$ cat config.mk
export PLATFORM = sky130hd
export DESIGN_NAME = packed_genotype_allele_stats_flat
export DESIGN_NICKNAME = d
export VERILOG_FILES = /design/src/design/pgas_pkg.sv /design/src/design/pgas_ifs.sv /design/src/design/pgas_lane.sv /design/src/design/pgas_merge.sv /design/src/design/pgas_div.sv /design/src/design/packed_genotype_allele_stats.sv /design/src/flat_wrapper.sv
export VERILOG_INCLUDE_DIRS = /design/src /design/src/design
export SDC_FILE = /design/constraint.sdc
export NUM_CORES = 1
export LEC_CHECK = 0
export ABC_AREA = 1
export BUFFER_PORTS_ARGS = -buffer_cell sky130_fd_sc_hd__buf_2
export CORE_MARGIN = 2
export CORE_UTILIZATION = 45
export CTS_CLUSTER_DIAMETER = 60
export DETAILED_ROUTE_END_ITERATION = 7
export SETUP_SLACK_MARGIN = 0.5
export SYNTH_ARGS = -nofsm -noshare
export SYNTH_HDL_FRONTEND = slang
export SYNTH_SLANG_ARGS = --single-unit
$ cat constraint.sdc
create_clock -name i_clk -period 13.3 [get_ports i_clk]
set_input_delay 2.66 -clock i_clk [delete_from_list [all_inputs] [get_ports i_clk]]
set_output_delay 2.66 -clock i_clk [all_outputs]
set_load 0.02 [all_outputs]
$ cat src/design/packed_genotype_allele_stats_defines.svh
// Assertion macros shared by the packed genotype allele statistics RTL.
// Depends on a clock named i_clk and an active-low reset named i_rst_n in the including module.
`ifndef PACKED_GENOTYPE_ALLELE_STATS_DEFINES_SVH
`define PACKED_GENOTYPE_ALLELE_STATS_DEFINES_SVH

// Same-cycle implication, checked outside reset.
`define PGAS_ASSERT_IMP(lbl, ante, cons, msg) \
    lbl: assert property (@(posedge i_clk) disable iff (!i_rst_n) (ante) |-> (cons)) \
        else $error(msg);

// Next-cycle implication, checked outside reset.
`define PGAS_ASSERT_NXT(lbl, ante, cons, msg) \
    lbl: assert property (@(posedge i_clk) disable iff (!i_rst_n) (ante) |=> (cons)) \
        else $error(msg);

`endif

$ cat src/design/pgas_pkg.sv
// Types and fixed constants of the packed genotype allele statistics block.
// Has no dependencies; every module and interface file of the block imports it.
`default_nettype none

package pgas_pkg;

    localparam int CODES_PER_WORD = 32;
    localparam int WORD_W         = 2 * CODES_PER_WORD;
    localparam int LANES          = 4;
    localparam int CODES_PER_LANE = CODES_PER_WORD / LANES;
    localparam int POS_W          = 16;
    localparam int INDIV_W        = 21;
    localparam int ALLELE_W       = 22;
    localparam int LEFT_W         = $clog2(CODES_PER_WORD + 1);
    localparam int LANE_CALLED_W  = $clog2(CODES_PER_LANE + 1);
    localparam int LANE_ALLELE_W  = $clog2(2 * CODES_PER_LANE + 1);
    localparam int WORD_CALLED_W  = $clog2(CODES_PER_WORD + 1);
    localparam int WORD_ALLELE_W  = $clog2(2 * CODES_PER_WORD + 1);

    // Two-bit genotype codes of a packed row.
    localparam logic [1:0] GENO_HOM_REF = 2'b00;
    localparam logic [1:0] GENO_MISSING = 2'b01;
    localparam logic [1:0] GENO_HET     = 2'b10;
    localparam logic [1:0] GENO_HOM_ALT = 2'b11;

    typedef struct packed {
        logic [LANE_CALLED_W-1:0] called;
        logic [LANE_ALLELE_W-1:0] alleles;
    } t_lane_cnt;

    // Totals of one finished marker row, handed from the merge stage to the dividers.
    typedef struct packed {
        logic [ALLELE_W-1:0] allele;
        logic [INDIV_W-1:0]  called;
        logic [INDIV_W-1:0]  n;
    } t_row_sum;

endpackage

`default_nettype wire

$ cat src/design/pgas_ifs.sv
// Valid/ready channel interfaces of the packed genotype allele statistics block.
// Depends on pgas_pkg for the field widths.
`default_nettype none

interface pgas_geno_if import pgas_pkg::*; ();
    logic              valid;
    logic              ready;
    logic [WORD_W-1:0] geno_word;
    logic              last_word;

    modport source (output valid, output geno_word, output last_word, input ready);
    modport sink   (input valid, input geno_word, input last_word, output ready);
endinterface

interface pgas_stats_if import pgas_pkg::*; #(
    parameter int FRAC_BITS = 32
) ();
    logic                valid;
    logic                ready;
    logic [ALLELE_W-1:0] allele_count;
    logic [INDIV_W-1:0]  called_count;
    logic [FRAC_BITS:0]  allele_freq;
    logic [FRAC_BITS:0]  call_rate;
    logic                no_calls;

    modport source (output valid, output allele_count, output called_count,
                    output allele_freq, output call_rate, output no_calls, input ready);
    modport sink   (input valid, input allele_count, input called_count,
                    input allele_freq, input call_rate, input no_calls, output ready);
endinterface

interface pgas_cfg_if import pgas_pkg::*; ();
    logic               valid;
    logic               ready;
    logic [INDIV_W-1:0] indiv_total;

    modport source (output valid, output indiv_total, input ready);
    modport sink   (input valid, input indiv_total, output ready);
endinterface

`default_nettype wire

$ cat src/design/pgas_lane.sv
// One counting lane: classifies a slice of genotype codes and registers its counts.
// Depends on pgas_pkg for the lane widths and the genotype codes.
`default_nettype none

module pgas_lane import pgas_pkg::*; (
    input  wire logic                          i_clk,
    input  wire logic                          i_en,
    input  wire logic [2*CODES_PER_LANE-1:0]   i_codes,
    input  wire logic [CODES_PER_LANE-1:0]     i_valid,
    output t_lane_cnt                          o_cnt
);

    t_lane_cnt n_cnt;
    t_lane_cnt r_cnt;

    always_comb begin
        logic [1:0] code;
        n_cnt = '0;
        for (int k = 0; k < CODES_PER_LANE; k++) begin
            code = i_codes[2*k +: 2];
            if (i_valid[k]) begin
                case (code)
                    GENO_HOM_REF: begin
                        n_cnt.called = n_cnt.called + LANE_CALLED_W'(1);
                    end
                    GENO_HET: begin
                        n_cnt.called  = n_cnt.called + LANE_CALLED_W'(1);
                        n_cnt.alleles = n_cnt.alleles + LANE_ALLELE_W'(1);
                    end
                    GENO_HOM_ALT: begin
                        n_cnt.called  = n_cnt.called + LANE_CALLED_W'(1);
                        n_cnt.alleles = n_cnt.alleles + LANE_ALLELE_W'(2);
                    end
                    default: begin
                        // Missing call adds nothing.
                    end
                endcase
            end
        end
    end

    always_ff @(posedge i_clk) begin
        if (i_en) begin
            r_cnt <= n_cnt;
        end
    end

    assign o_cnt = r_cnt;

endmodule

`default_nettype wire

$ cat src/design/pgas_merge.sv
// Merge stage: adds the lane counts into saturating row sums and holds a finished row.
// Depends on pgas_pkg for the lane and row types.
`default_nettype none

module pgas_merge import pgas_pkg::*; (
    input  wire logic               i_clk,
    input  wire logic               i_rst_n,
    input  wire logic               i_valid,
    input  wire logic               i_last,
    input  wire t_lane_cnt          i_lane [LANES],
    input  wire logic [INDIV_W-1:0] i_n,
    input  wire logic               i_take,
    output logic                    o_row_valid,
    output t_row_sum                o_row
);

    logic [ALLELE_W-1:0]    r_allele;
    logic [INDIV_W-1:0]     r_called;
    logic                   r_row_valid;
    t_row_sum               r_row;

    logic [WORD_ALLELE_W-1:0] word_alleles;
    logic [WORD_CALLED_W-1:0] word_called;
    logic [ALLELE_W:0]        allele_sum;
    logic [INDIV_W:0]         called_sum;
    logic [ALLELE_W-1:0]      n_allele;
    logic [INDIV_W-1:0]       n_called;

    always_comb begin
        word_alleles = '0;
        word_called  = '0;
        for (int k = 0; k < LANES; k++) begin
            word_alleles = word_alleles + WORD_ALLELE_W'(i_lane[k].alleles);
            word_called  = word_called + WORD_CALLED_W'(i_lane[k].called);
        end
        allele_sum = {1'b0, r_allele} + (ALLELE_W+1)'(word_alleles);
        called_sum = {1'b0, r_called} + (INDIV_W+1)'(word_called);
        n_allele   = allele_sum[ALLELE_W] ? '1 : allele_sum[ALLELE_W-1:0];
        n_called   = called_sum[INDIV_W] ? '1 : called_sum[INDIV_W-1:0];
    end

    always_ff @(posedge i_clk) begin
        if (!i_rst_n) begin
            r_allele    <= '0;
            r_called    <= '0;
            r_row_valid <= 1'b0;
        end else begin
            if (i_take) begin
                r_row_valid <= 1'b0;
            end
            if (i_valid) begin
                if (i_last) begin
                    r_row.allele <= n_allele;
                    r_row.called <= n_called;
                    r_row.n      <= i_n;
                    r_row_valid  <= 1'b1;
                    r_allele     <= '0;
                    r_called     <= '0;
                end else begin
                    r_allele <= n_allele;
                    r_called <= n_called;
                end
            end
        end
    end

    assign o_row_valid = r_row_valid;
    assign o_row       = r_row;

endmodule

`default_nettype wire

$ cat src/design/pgas_div.sv
// Fixed-point ratio unit: one quotient bit per cycle, clamped to one.
// Depends on pgas_pkg only by convention; all widths come from its parameters.
`default_nettype none

module pgas_div import pgas_pkg::*; #(
    parameter int W         = 22,
    parameter int FRAC_BITS = 32
) (
    input  wire logic               i_clk,
    input  wire logic               i_rst_n,
    input  wire logic               i_start,
    input  wire logic [W-1:0]       i_num,
    input  wire logic [W-1:0]       i_den,
    input  wire logic               i_take,
    output logic                    o_busy,
    output logic                    o_done,
    output logic [FRAC_BITS:0]      o_quot
);

    localparam int CW = $clog2(FRAC_BITS + 1);
    localparam logic [FRAC_BITS:0] ONE_Q = {1'b1, {FRAC_BITS{1'b0}}};

    logic                 r_busy;
    logic                 r_done;
    logic [W-1:0]         r_rem;
    logic [W-1:0]         r_den;
    logic [FRAC_BITS:0]   r_quot;
    logic [CW-1:0]        r_cnt;

    logic [W:0]           shifted;
    logic                 fits;
    logic [W:0]           diff;

    assign shifted = {r_rem, 1'b0};
    assign fits    = shifted >= {1'b0, r_den};
    assign diff    = shifted - {1'b0, r_den};

    always_ff @(posedge i_clk) begin
        if (!i_rst_n) begin
            r_busy <= 1'b0;
            r_done <= 1'b0;
        end else if (i_start) begin
            if (i_den == '0) begin
                // Undefined ratio reads as zero.
                r_quot <= '0;
                r_done <= 1'b1;
            end else if (i_num >= i_den) begin
                // A ratio of one or more is clamped to one.
                r_quot <= ONE_Q;
                r_done <= 1'b1;
            end else begin
                r_rem  <= i_num;
                r_den  <= i_den;
                r_quot <= '0;
                r_cnt  <= CW'(FRAC_BITS);
                r_busy <= 1'b1;
            end
        end else if (r_busy) begin
            r_rem  <= fits ? diff[W-1:0] : shifted[W-1:0];
            r_quot <= {r_quot[FRAC_BITS-1:0], fits};
            r_cnt  <= r_cnt - CW'(1);
            if (r_cnt == CW'(1)) begin
                r_busy <= 1'b0;
                r_done <= 1'b1;
            end
        end else if (i_take) begin
            r_done <= 1'b0;
        end
    end

    assign o_busy = r_busy;
    assign o_done = r_done;
    assign o_quot = r_quot;

endmodule

`default_nettype wire

$ cat src/design/packed_genotype_allele_stats.sv
// Top level of the packed genotype allele statistics block: lanes, merge, ratio units.
// Depends on pgas_pkg, pgas_ifs, pgas_lane, pgas_merge, pgas_div and the defines header.
//
//   Channel   Direction  Handshake       Payload
//   i_geno    in         valid / ready   geno_word[63:0], last_word
//   o_stats   out        valid / ready   allele_count, called_count, allele_freq,
//                                        call_rate, no_calls
//   i_cfg     in         valid / ready   indiv_total[20:0] (ready is always high)
//
// Words are taken at one per cycle, but none while a row end waits in the lane stage or a
// finished row waits in the merge stage. Each row end starts two ratio units that retire
// one quotient bit per cycle; a row end that arrives while the previous row still waits
// for them stalls the input. The result moves from the lane registers through the merge
// stage and the ratio units to the output register, where a stalled result waits. Reset is
// synchronous and active low; it clears the row sums and sets the individual count to one.
`default_nettype none
`include "packed_genotype_allele_stats_defines.svh"

module packed_genotype_allele_stats import pgas_pkg::*; #(
    parameter int MAX_INDIVS = 1048576,
    parameter int FRAC_BITS  = 32
) (
    input  wire logic       i_clk,
    input  wire logic       i_rst_n,
    pgas_geno_if.sink       i_geno,
    pgas_cfg_if.sink        i_cfg,
    pgas_stats_if.source    o_stats
);

    localparam logic [FRAC_BITS:0] ONE_Q = {1'b1, {FRAC_BITS{1'b0}}};

    // Configuration register and the effective individual count it implies.
    logic [INDIV_W-1:0] r_indiv_total;
    logic [INDIV_W-1:0] eff_n;

    // Word position inside the current row, saturating.
    logic [POS_W-1:0]   r_pos;

    // Lane stage: valid and row-end flag of the word held in the lane registers.
    logic               r_s1_valid;
    logic               r_s1_last;

    logic               in_ready;
    logic               in_accept;

    // Codes of the current word that fall below the individual count.
    logic [INDIV_W-1:0]        base;
    logic [INDIV_W-1:0]        remain;
    logic [LEFT_W-1:0]         left;
    logic [CODES_PER_WORD-1:0] code_valid;

    t_lane_cnt          lane_cnt [LANES];

    logic               row_valid;
    t_row_sum           row;

    // Ratio units and the counts that travel alongside them.
    logic               div_start;
    logic               div_take;
    logic               busy_f, done_f, busy_r, done_r;
    logic [FRAC_BITS:0] quot_f, quot_r;
    logic [ALLELE_W-1:0] r_res_allele;
    logic [INDIV_W-1:0]  r_res_called;

    // Output register.
    logic                r_out_valid;
    logic [ALLELE_W-1:0] r_out_allele;
    logic [INDIV_W-1:0]  r_out_called;
    logic [FRAC_BITS:0]  r_out_freq;
    logic [FRAC_BITS:0]  r_out_rate;
    logic                r_out_none;

    // The count is clamped to the largest row the block is built for.
    assign eff_n = ({11'b0, r_indiv_total} > 32'(MAX_INDIVS)) ? INDIV_W'(MAX_INDIVS)
                                                              : r_indiv_total;

    assign i_cfg.ready = 1'b1;

    always_ff @(posedge i_clk) begin
        if (!i_rst_n) begin
            r_indiv_total <= INDIV_W'(1);
        end else if (i_cfg.valid) begin
            r_indiv_total <= i_cfg.indiv_total;
        end
    end

    // No word may enter while a row end is in flight in the lane stage or a row waits for the
    // ratio units; at most one finished row is ever held in the merge stage.
    assign in_ready     = !row_valid && !(r_s1_valid && r_s1_last);
    assign i_geno.ready = in_ready;
    assign in_accept    = i_geno.valid && in_ready;

    always_comb begin
        base   = {r_pos, 5'b0};
        remain = eff_n - base;
        if (base >= eff_n) begin
            left = '0;
        end else if (remain >= INDIV_W'(CODES_PER_WORD)) begin
            left = LEFT_W'(CODES_PER_WORD);
        end else begin
            left = remain[LEFT_W-1:0];
        end
        for (int k = 0; k < CODES_PER_WORD; k++) begin
            code_valid[k] = LEFT_W'(k) < left;
        end
    end

    always_ff @(posedge i_clk) begin
        if (!i_rst_n) begin
            r_pos      <= '0;
            r_s1_valid <= 1'b0;
        end else begin
            r_s1_valid <= in_accept;
            if (in_accept) begin
                if (i_geno.last_word) begin
                    r_pos <= '0;
                end else if (r_pos != '1) begin
                    r_pos <= r_pos + POS_W'(1);
                end
            end
        end
    end

    always_ff @(posedge i_clk) begin
        if (in_accept) begin
            r_s1_last <= i_geno.last_word;
        end
    end

    for (genvar g = 0; g < LANES; g++) begin : g_lane
        pgas_lane u_lane (
            .i_clk   (i_clk),
            .i_en    (in_accept),
            .i_codes (i_geno.geno_word[2*CODES_PER_LANE*g +: 2*CODES_PER_LANE]),
            .i_valid (code_valid[CODES_PER_LANE*g +: CODES_PER_LANE]),
            .o_cnt   (lane_cnt[g])
        );
    end

    pgas_merge u_merge (
        .i_clk       (i_clk),
        .i_rst_n     (i_rst_n),
        .i_valid     (r_s1_valid),
        .i_last      (r_s1_last),
        .i_lane      (lane_cnt),
        .i_n         (eff_n),
        .i_take      (div_start),
        .o_row_valid (row_valid),
        .o_row       (row)
    );

    // Both ratio units start together once they have handed off their last results.
    assign div_start = row_valid && !busy_f && !busy_r && !done_f && !done_r;
    assign div_take  = done_f && done_r && (!r_out_valid || o_stats.ready);

    pgas_div #(.W(ALLELE_W), .FRAC_BITS(FRAC_BITS)) u_div_freq (
        .i_clk   (i_clk),
        .i_rst_n (i_rst_n),
        .i_start (div_start),
        .i_num   (row.allele),
        .i_den   ({row.called, 1'b0}),
        .i_take  (div_take),
        .o_busy  (busy_f),
        .o_done  (done_f),
        .o_quot  (quot_f)
    );

    pgas_div #(.W(INDIV_W), .FRAC_BITS(FRAC_BITS)) u_div_rate (
        .i_clk   (i_clk),
        .i_rst_n (i_rst_n),
        .i_start (div_start),
        .i_num   (row.called),
        .i_den   (row.n),
        .i_take  (div_take),
        .o_busy  (busy_r),
        .o_done  (done_r),
        .o_quot  (quot_r)
    );

    always_ff @(posedge i_clk) begin
        if (div_start) begin
            r_res_allele <= row.allele;
            r_res_called <= row.called;
        end
    end

    always_ff @(posedge i_clk) begin
        if (!i_rst_n) begin
            r_out_valid <= 1'b0;
        end else if (div_take) begin
            r_out_valid <= 1'b1;
        end else if (o_stats.ready) begin
            r_out_valid <= 1'b0;
        end
    end

    always_ff @(posedge i_clk) begin
        if (div_take) begin
            r_out_allele <= r_res_allele;
            r_out_called <= r_res_called;
            r_out_freq   <= quot_f;
            r_out_rate   <= quot_r;
            r_out_none   <= (r_res_called == '0);
        end
    end

    assign o_stats.valid        = r_out_valid;
    assign o_stats.allele_count = r_out_allele;
    assign o_stats.called_count = r_out_called;
    assign o_stats.allele_freq  = r_out_freq;
    assign o_stats.call_rate    = r_out_rate;
    assign o_stats.no_calls     = r_out_none;

    `PGAS_ASSERT_IMP(a_row_slot_free, r_s1_valid && r_s1_last, !row_valid, "row end overruns held row")
    `PGAS_ASSERT_NXT(a_div_holds, done_f && done_r && !div_take, done_f && done_r, "ratio result dropped")
    `PGAS_ASSERT_IMP(a_no_calls_freq, o_stats.valid && o_stats.no_calls, o_stats.allele_freq == '0, "frequency without calls")
    `PGAS_ASSERT_IMP(a_rate_bound, o_stats.valid, o_stats.call_rate <= ONE_Q, "call rate above one")

endmodule

`default_nettype wire
$ cat src/flat_wrapper.sv
// flat-port wrapper written by rule: the top's interface ports become plain ports
module packed_genotype_allele_stats_flat import pgas_pkg::*;
#(
    parameter int MAX_INDIVS = 1048576,
    parameter int FRAC_BITS  = 32
)
  (i_clk, i_rst_n, i_geno_valid, i_geno_geno_word, i_geno_last_word, i_geno_ready, i_cfg_valid, i_cfg_indiv_total, i_cfg_ready, o_stats_valid, o_stats_allele_count, o_stats_called_count, o_stats_allele_freq, o_stats_call_rate, o_stats_no_calls, o_stats_ready);
  pgas_geno_if i_geno_i ();
  pgas_cfg_if i_cfg_i ();
  pgas_stats_if #(.FRAC_BITS(FRAC_BITS)) o_stats_i ();
  input  wire logic i_clk;
  input  wire logic i_rst_n;
  input wire logic [$bits(i_geno_i.valid)-1:0] i_geno_valid;
  input wire logic [$bits(i_geno_i.geno_word)-1:0] i_geno_geno_word;
  input wire logic [$bits(i_geno_i.last_word)-1:0] i_geno_last_word;
  output wire logic [$bits(i_geno_i.ready)-1:0] i_geno_ready;
  input wire logic [$bits(i_cfg_i.valid)-1:0] i_cfg_valid;
  input wire logic [$bits(i_cfg_i.indiv_total)-1:0] i_cfg_indiv_total;
  output wire logic [$bits(i_cfg_i.ready)-1:0] i_cfg_ready;
  output wire logic [$bits(o_stats_i.valid)-1:0] o_stats_valid;
  output wire logic [$bits(o_stats_i.allele_count)-1:0] o_stats_allele_count;
  output wire logic [$bits(o_stats_i.called_count)-1:0] o_stats_called_count;
  output wire logic [$bits(o_stats_i.allele_freq)-1:0] o_stats_allele_freq;
  output wire logic [$bits(o_stats_i.call_rate)-1:0] o_stats_call_rate;
  output wire logic [$bits(o_stats_i.no_calls)-1:0] o_stats_no_calls;
  input wire logic [$bits(o_stats_i.ready)-1:0] o_stats_ready;
  assign i_geno_i.valid = i_geno_valid;
  assign i_geno_i.geno_word = i_geno_geno_word;
  assign i_geno_i.last_word = i_geno_last_word;
  assign i_geno_ready = i_geno_i.ready;
  assign i_cfg_i.valid = i_cfg_valid;
  assign i_cfg_i.indiv_total = i_cfg_indiv_total;
  assign i_cfg_ready = i_cfg_i.ready;
  assign o_stats_valid = o_stats_i.valid;
  assign o_stats_allele_count = o_stats_i.allele_count;
  assign o_stats_called_count = o_stats_i.called_count;
  assign o_stats_allele_freq = o_stats_i.allele_freq;
  assign o_stats_call_rate = o_stats_i.call_rate;
  assign o_stats_no_calls = o_stats_i.no_calls;
  assign o_stats_i.ready = o_stats_ready;
  packed_genotype_allele_stats #(.MAX_INDIVS(MAX_INDIVS), .FRAC_BITS(FRAC_BITS)) u_core (.i_clk(i_clk), .i_rst_n(i_rst_n), .i_geno(i_geno_i), .i_cfg(i_cfg_i), .o_stats(o_stats_i));
endmodule
==> results of run 1 <==
-- power breakdown --
part | leakage [uW] | internal (uW) | switching (uW) | total (uW)
Sequential | 0.00452 | 1920 | 83.4 | 2010
Clock | 0.000834 | 834 | 611 | 1440
Combinational | 0.0108 | 829 | 1350 | 2180
-- worst min-delay path by stage --
stage / from / end / slack [ns] / cells after the start
detailed placement: u_core.r_res_allele[20] / u_core.o_stats.allele_count[20] / 0.40 / 0
CTS: u_core.r_res_allele[3] / u_core.o_stats.allele_count[3] / 0.42 / 0
floorplan: u_core.r_res_allele[0] / u_core.o_stats.allele_count[0] / 0.40 / 0
finish: u_core.r_res_allele[20] / u_core.o_stats.allele_count[20] / 0.42 / 0
global placement: u_core.r_res_allele[16] / u_core.o_stats.allele_count[16] / 0.40 / 0
global route: u_core.r_res_allele[18] / u_core.o_stats.allele_count[18] / 0.43 / 0
-- synth_stat cells, types with 3 or more instances --
cell and n:
a211oi_1 5, a21o_1 3, a21oi_1 180, a21oi_2 3, a31oi_1 6, clkbuf_1 48, dfxtp_1 87, edfxtp_1 417
fa_1 28, ha_1 208, inv_1 646, inv_2 29, nand2_1 961, nand2_2 22, nand2_4 7, nand3_1 229
nand3_2 7, nand3b_1 8, nand4_1 56, nor2_1 249, nor2_2 7, nor2_4 4, nor3_1 43, nor4_1 17
o211ai_1 29, o211ai_2 4, o21a_1 4, o21ai_0 195, o21ai_1 23, o21bai_1 11, o221ai_1 8, o22ai_1 10
or2_2 25, xnor2_1 43, xnor2_2 9, xor2_1 68
-- layer usage --
layer  up-vias  share of wire (%)  GRT usage, %
met3       110                3.8          2.29
met2       431                 48          36.7
met5         -              0.032             0
met4         4                3.0          6.27
met1     11100                 45          26.9
li1      12800                  -             -
-- state kept, by name (all words and copies together) (netlist names), 6 cells and up --
register,cells
u_core.g_lane.u_lane.o_cnt,36
u_core.o_stats.allele_count,22
u_core.o_stats.allele_freq,33
u_core.o_stats.call_rate,33
u_core.o_stats.called_count,21
u_core.r_indiv_total,21
u_core.r_pos,16
u_core.r_res_allele,22
u_core.r_res_called,21
u_core.u_div_freq.o_quot,33
u_core.u_div_freq.r_cnt,6
u_core.u_div_freq.r_den,21
u_core.u_div_freq.r_rem,22
u_core.u_div_rate.o_quot,33
u_core.u_div_rate.r_cnt,6
u_core.u_div_rate.r_den,21
u_core.u_div_rate.r_rem,21
u_core.u_merge.o_row,64
u_core.u_merge.r_allele,22
u_core.u_merge.r_called,21
-- worst reg2reg max path, delay by kind of cell, from the launching register on --
family | cells | cell delay (ns)
compound gates | 5 | 0.72
fa+ha+maj | 8 | 2.34
buf+inv | 9 | 1.08
flops | 1 | 0.39
simple gates | 39 | 4.92
-- cell families after synthesis --
| group | count (synthesis) | synth area share [%] |
|---|---|---|
| buf+inv | 731 | 8.84 |
| fa+ha+maj | 236 | 10.1 |
| flops | 504 | 45.6 |
| xor+xnor | 122 | 3.68 |
| other cells | 1 | 0.0120 |
| simple gates | 1647 | 22.5 |
| compound gates | 506 | 9.21 |
-- layout make-up --
cell class / count / area (um2) / share of cell area [%]
clock buffer: 74 / 1470 / 4.17
clock inverter: 20 / 239 / 0.681
inverter: 677 / 2540 / 7.24
multi-input combinational: 2512 / 14300 / 40.8
sequential: 504 / 14300 / 40.6
tap: 931 / 1160 / 3.32
timing repair buffer: 218 / 1130 / 3.22
-- through the flow --
step,cell area [um2],util (%),hold slack (ns)
floorplan,31300,-,0.400
global placement,33400,48.6,0.402
detailed placement,33400,48.6,0.405
CTS,35100,51.1,0.420
global route,35100,51.1,0.426
finish,35100,51.1,0.418
==> metrics.txt, run 1 <==
outcome finished clean; top-area cell type share of the netlist area between 40% and 50%; Core Box Area 68700 um2; WS Path Type register to register; sequential share of the synthesized area roughly 46%; Die H 268 um; CP Depth between 60 and 70; first-pass GRT wire length between 100000 and 150000 um; CP endpoint u_core.g_lane[3].u_lane.o_cnt[2]; PwrDens about 160 nW/um2; pre-CTS WS roughly 3.6 ns; Peak Freq 103 MHz; Synth area leader edfxtp_1; commonest non-fill, non-tap cell in the layout nand2_1; synthesized cell area around 31000 um2; CTS clk-pin slew, worst paths about 0.06 ns; Post-synth EDFFs roughly 420; Port Buffer Count 202; Crit path top cell by count nand2_1; DRT antenna net count 0; Syn Inst Count around 3.7k; Pwr Total 5630 uW; worst reg-to-reg path cell count 61; gr ovfl total 0; Slew @ Worst Pin ~1.1 ns; hold-fix buffers at CTS 0; Vias/cell just under 5; CTS Root Cell clkbuf_16; CP bufs+invs 9; Layout area overhead 12.3%; Synth Warn # 0; critical path's slowest cell inv_1; Syn Area/Cell 8.35 um2; Slew HR between 20% and 30%; final worst-path cycle share between 70 and 80%; critical path's largest stage delay around 0.43 ns; final net count 4290; critical path endpoint category register; CP startpoint kind register; full die area 71600 um2; leakage power 0.0161 uW; post-synthesis cell type count 68; iteration count of the initial detailed-routing pass 5; Crit Path Max Fanout 16; # clock sinks about 500; Layout fillers 6545; Clock Tree Buf Depth 3; HP Class register to register; diode count 0; clk_lat worst skew between 0.6 and 0.7 ns; Critical path origin u_core.r_indiv_total[2]; RSZ-0062 raised after global routing no; vias in the first global route roughly 23k; Final GP Congestion about 0.89; detailed-route DRC error count 0; initial core utilization a little under half; Setup-failing EPs final 0; layout cells sized above 1 a little over a tenth; 1st-iter DRT viols 1489; clk_skew 0.0290 ns; Yosys reg bits 504; worst reg2reg setup slack roughly 3.6 ns; max_cap viols 0; Synth Flop Type edfxtp_1; die width around 270 um; setup TNS 0 ns; Resized cells post-CTS 0; commonest cells after routing, fill and taps aside 961 x nand2_1, 646 x inv_1, 417 x edfxtp_1; R2R Path End u_core.g_lane[3].u_lane.o_cnt[2]; Placed Cells around 4.8k; final hold vios 0; row count 96; top cells by area, synth edfxtp_1 40%, nand2_1 12%, ha_1 8.3%; drt total wl about 74000 um; worst flop-to-flop path startpoint u_core.r_indiv_total[2]; Via Count about 24k; drt wl/cell around 15 um; asr flop ratio synth 0%; WP data arrival between 10 and 15 ns; Slew Limit Fails 0; H-Tree Depth 2; VDD IR-drop max 0.172 mV; setup ws final 3.61 ns; IO Pins about 200; Num CTS Buffers 50; initial antenna violation count 3; Syn Nets 4074; CP delay by family, top simple AND/OR/NAND/NOR gates; largest net degree at the start of global routing approximately 90; post-DP HPWL ~57000 um; gr usage total a little over a fifth; Req. time, crit path between 10 and 15 ns; postcts setup bufs 0; TritonCTS clock tree done; fin cells around 5k; Tmin final roughly 9.7 ns
Power figures use the tool's default switching activity.
==> run 2, diff against run 1 <==
clock period = 8.4 ns   (was 13.3 ns; I/O delays follow)
==> run 2 against run 1 <==
Effect of this change:
- hold slack lost 0.0013 ns
- register-to-register slack lost 3.4 ns
- die area is the same
- power grew 68%
- final cell count grew 2.6%
- core utilization grew 3.0 points
- clock power grew 70%
- first-iteration DRC count grew 7.9%
- final area grew 5.8%
- critical endpoint unchanged
- largest cell class unchanged
==> metrics.txt, run 2 (synthesized netlist as in run 1, its figures left out) <==
worst reg2reg setup slack between 0.2 and 0.25 ns; Req. time, crit path 8.72 ns; pre-CTS WS -0.0370 ns; Final GP Congestion 0.909; die width between 200 and 300 um; WS Path Type register to register; final hold vios 0; CTS clk-pin slew, worst paths about 0.060 ns; worst reg-to-reg path cell count 68; final core utilization between 50% and 60%; P_sw 3400 uW; commonest cells after routing, fill and taps aside 886 x nand2_1, 626 x inv_1, 417 x edfxtp_1; PwrDens between 200 and 300 nW/um2; critical path's largest stage delay between 0.5 and 0.6 ns; Via Count between 20k and 30k; Crit path top cell by count nand2_2; critical path's slowest cell fa_2; critical path endpoint category register; H-Tree Depth 2; RSZ-0062 raised after global routing yes; clk_lat worst skew approximately 0.61 ns; Layout area overhead 18.8%; clk_skew roughly 0.026 ns; sw frac a little over a third; final worst-path cycle share ~100%; post-DP HPWL ~57000 um; DRT antenna net count 0; IO Pins 204; TritonCTS clock tree done; sequential fraction of design power between 30% and 40%; full die area roughly 72000 um2; gr ovfl total 0; Slew Limit Fails 0; worst hold stages 0; setup ws final ~0.23 ns; detailed-route DRC error count 0; Final Cell Area 37200 um2; Vias/cell about 4.9; Num CTS Buffers 52; Port Buffer Count ~200; final net count between 4k and 5k; initial antenna violation count 1; Crit Path Max Fanout 4; VDD IR-drop max approximately 0.24 mV; Peak Freq 122 MHz; min-delay src u_core.r_res_allele[4]; Worst Hold Endpoint u_core.o_stats.allele_count[4]; Placed Area 34100 um2; Setup-failing EPs final 0; largest net degree at the start of global routing a little under 90; Placed Cells about 4.9k; vias in the first global route ~24k; gr usage total between 20% and 30%; 1st-iter DRT viols 1606; Slew @ Worst Pin 1.18 ns; worst flop-to-flop path startpoint u_core.r_indiv_total[18]; drt total wl ~76000 um; max_cap viols 0; layout cells sized above 1 between 15 and 20%; row count 96; leakage power between 0.015 and 0.02 uW; commonest non-fill, non-tap cell in the layout nand2_1; fin cells approximately 5.1k; R2R Path End u_core.g_lane[3].u_lane.o_cnt[2]; # clock sinks just over 500; drt wl/cell 15.0 um; max FFs per register 64; CTS Root Cell clkbuf_16; hold-fix buffers at CTS 0; WP data arrival approximately 8.5 ns; Clock power frac about 26%; Core Box Area ~70000 um2; initial core utilization 45.5%; Clock Tree Buf Depth 3; Comb power frac 40.5%; HP Class register to register; first-pass GRT wire length 122000 um; iteration count of the initial detailed-routing pass 5; Power Internal ~6000 uW; Die H around 270 um; outcome finished clean; Slew HR between 20% and 30%; Tmin final approximately 8.2 ns; CP startpoint kind register
run 2: cell types whose count changed in the layout (fill, tap and decap cells not counted), moves of 23 or more:
cell	before	now
nor2_1	245	222
ha_1	208	182
nand2_1	961	886
buf_4	16	129
nand2_2	22	88
ha_4	0	25
run 2: metrics by stage:
| stage | TNS [ns] | hold WS, ns | power (uW) |
|---|---|---|---|
| final | 0 | 0.417 | 9470 |
| after CTS | 0 | 0.415 | 9430 |
| after floorplan | 0 | 0.400 | 5930 |
| after detailed placement | -0.0900 | 0.405 | 6760 |
| after global placement | 0 | 0.401 | 6710 |
| after global routing | -1.86 | 0.426 | 10300 |
run 2: worst max-delay path: cells and delay by family, from the launching register on:
family,cells,cell delay (ns)
and+or+nand+nor,44,4.18
AOI/OAI and AO/OA,3,0.30
DFF,1,0.31
buffers and inverters,15,1.42
adders and majority gates,6,1.64
run 2: cell type report:
class / count / area, um2
clock inverters: 29 / 440
flip-flops and latches: 504 / 14300
fillers: 6466 / 31600
multi-input cells: 2513 / 15300
well taps: 931 / 1160
inverters: 677 / 2550
repair buffers: 336 / 2040
diodes: 3 / 7.51
clock buffers: 69 / 1410
run 2: timing repair:
action,4_1_cts,5_1_grt
setup endpoints to repair,13,23
pin swaps,104,42
cloned,1,0
resized for setup,99,64
setup buffers,57,17
run 2: power by group through the flow:
| stage | registers (uW) | clock network [uW] | logic (uW) |
|---|---|---|---|
| 6_report | 3180 | 2450 | 3840 |
| 3_5_place_dp | 3240 | 0 | 3520 |
| 4_1_cts | 3180 | 2510 | 3740 |
| 3_3_place_gp | 3230 | 0 | 3470 |
| 2_1_floorplan | 3180 | 0 | 2750 |
| 5_1_grt | 3200 | 2610 | 4440 |
run 2: worst max path at each step:
stage | startpoint | end | slack, ns | depth (start not counted)
finish | u_core.r_indiv_total[18] | u_core.g_lane[3].u_lane.o_cnt[2] | 0.23 | 68
global placement | u_core.r_indiv_total[19] | u_core.g_lane[3].u_lane.o_cnt[2] | 0.12 | 63
global route | u_core.r_indiv_total[10] | u_core.g_lane[3].u_lane.o_cnt[2] | -0.24 | 67
floorplan | u_core.r_indiv_total[17] | u_core.g_lane[3].u_lane.o_cnt[2] | 0.50 | 66
detailed placement | u_core.r_indiv_total[19] | u_core.g_lane[3].u_lane.o_cnt[2] | -0.04 | 63
CTS | u_core.r_indiv_total[13] | u_core.g_lane[1].u_lane.o_cnt[3] | 0.47 | 62
run 2: routing by layer:
metal | GRT usage (%) | share of wire (%) | vias up
met3 | 2.93 | 4.4 | 107
met4 | 6.55 | 2.8 | 0
met1 | 27.2 | 45 | 11400
met2 | 37.1 | 48 | 486
li1 | - | - | 13000
met5 | 0 | 0 | -
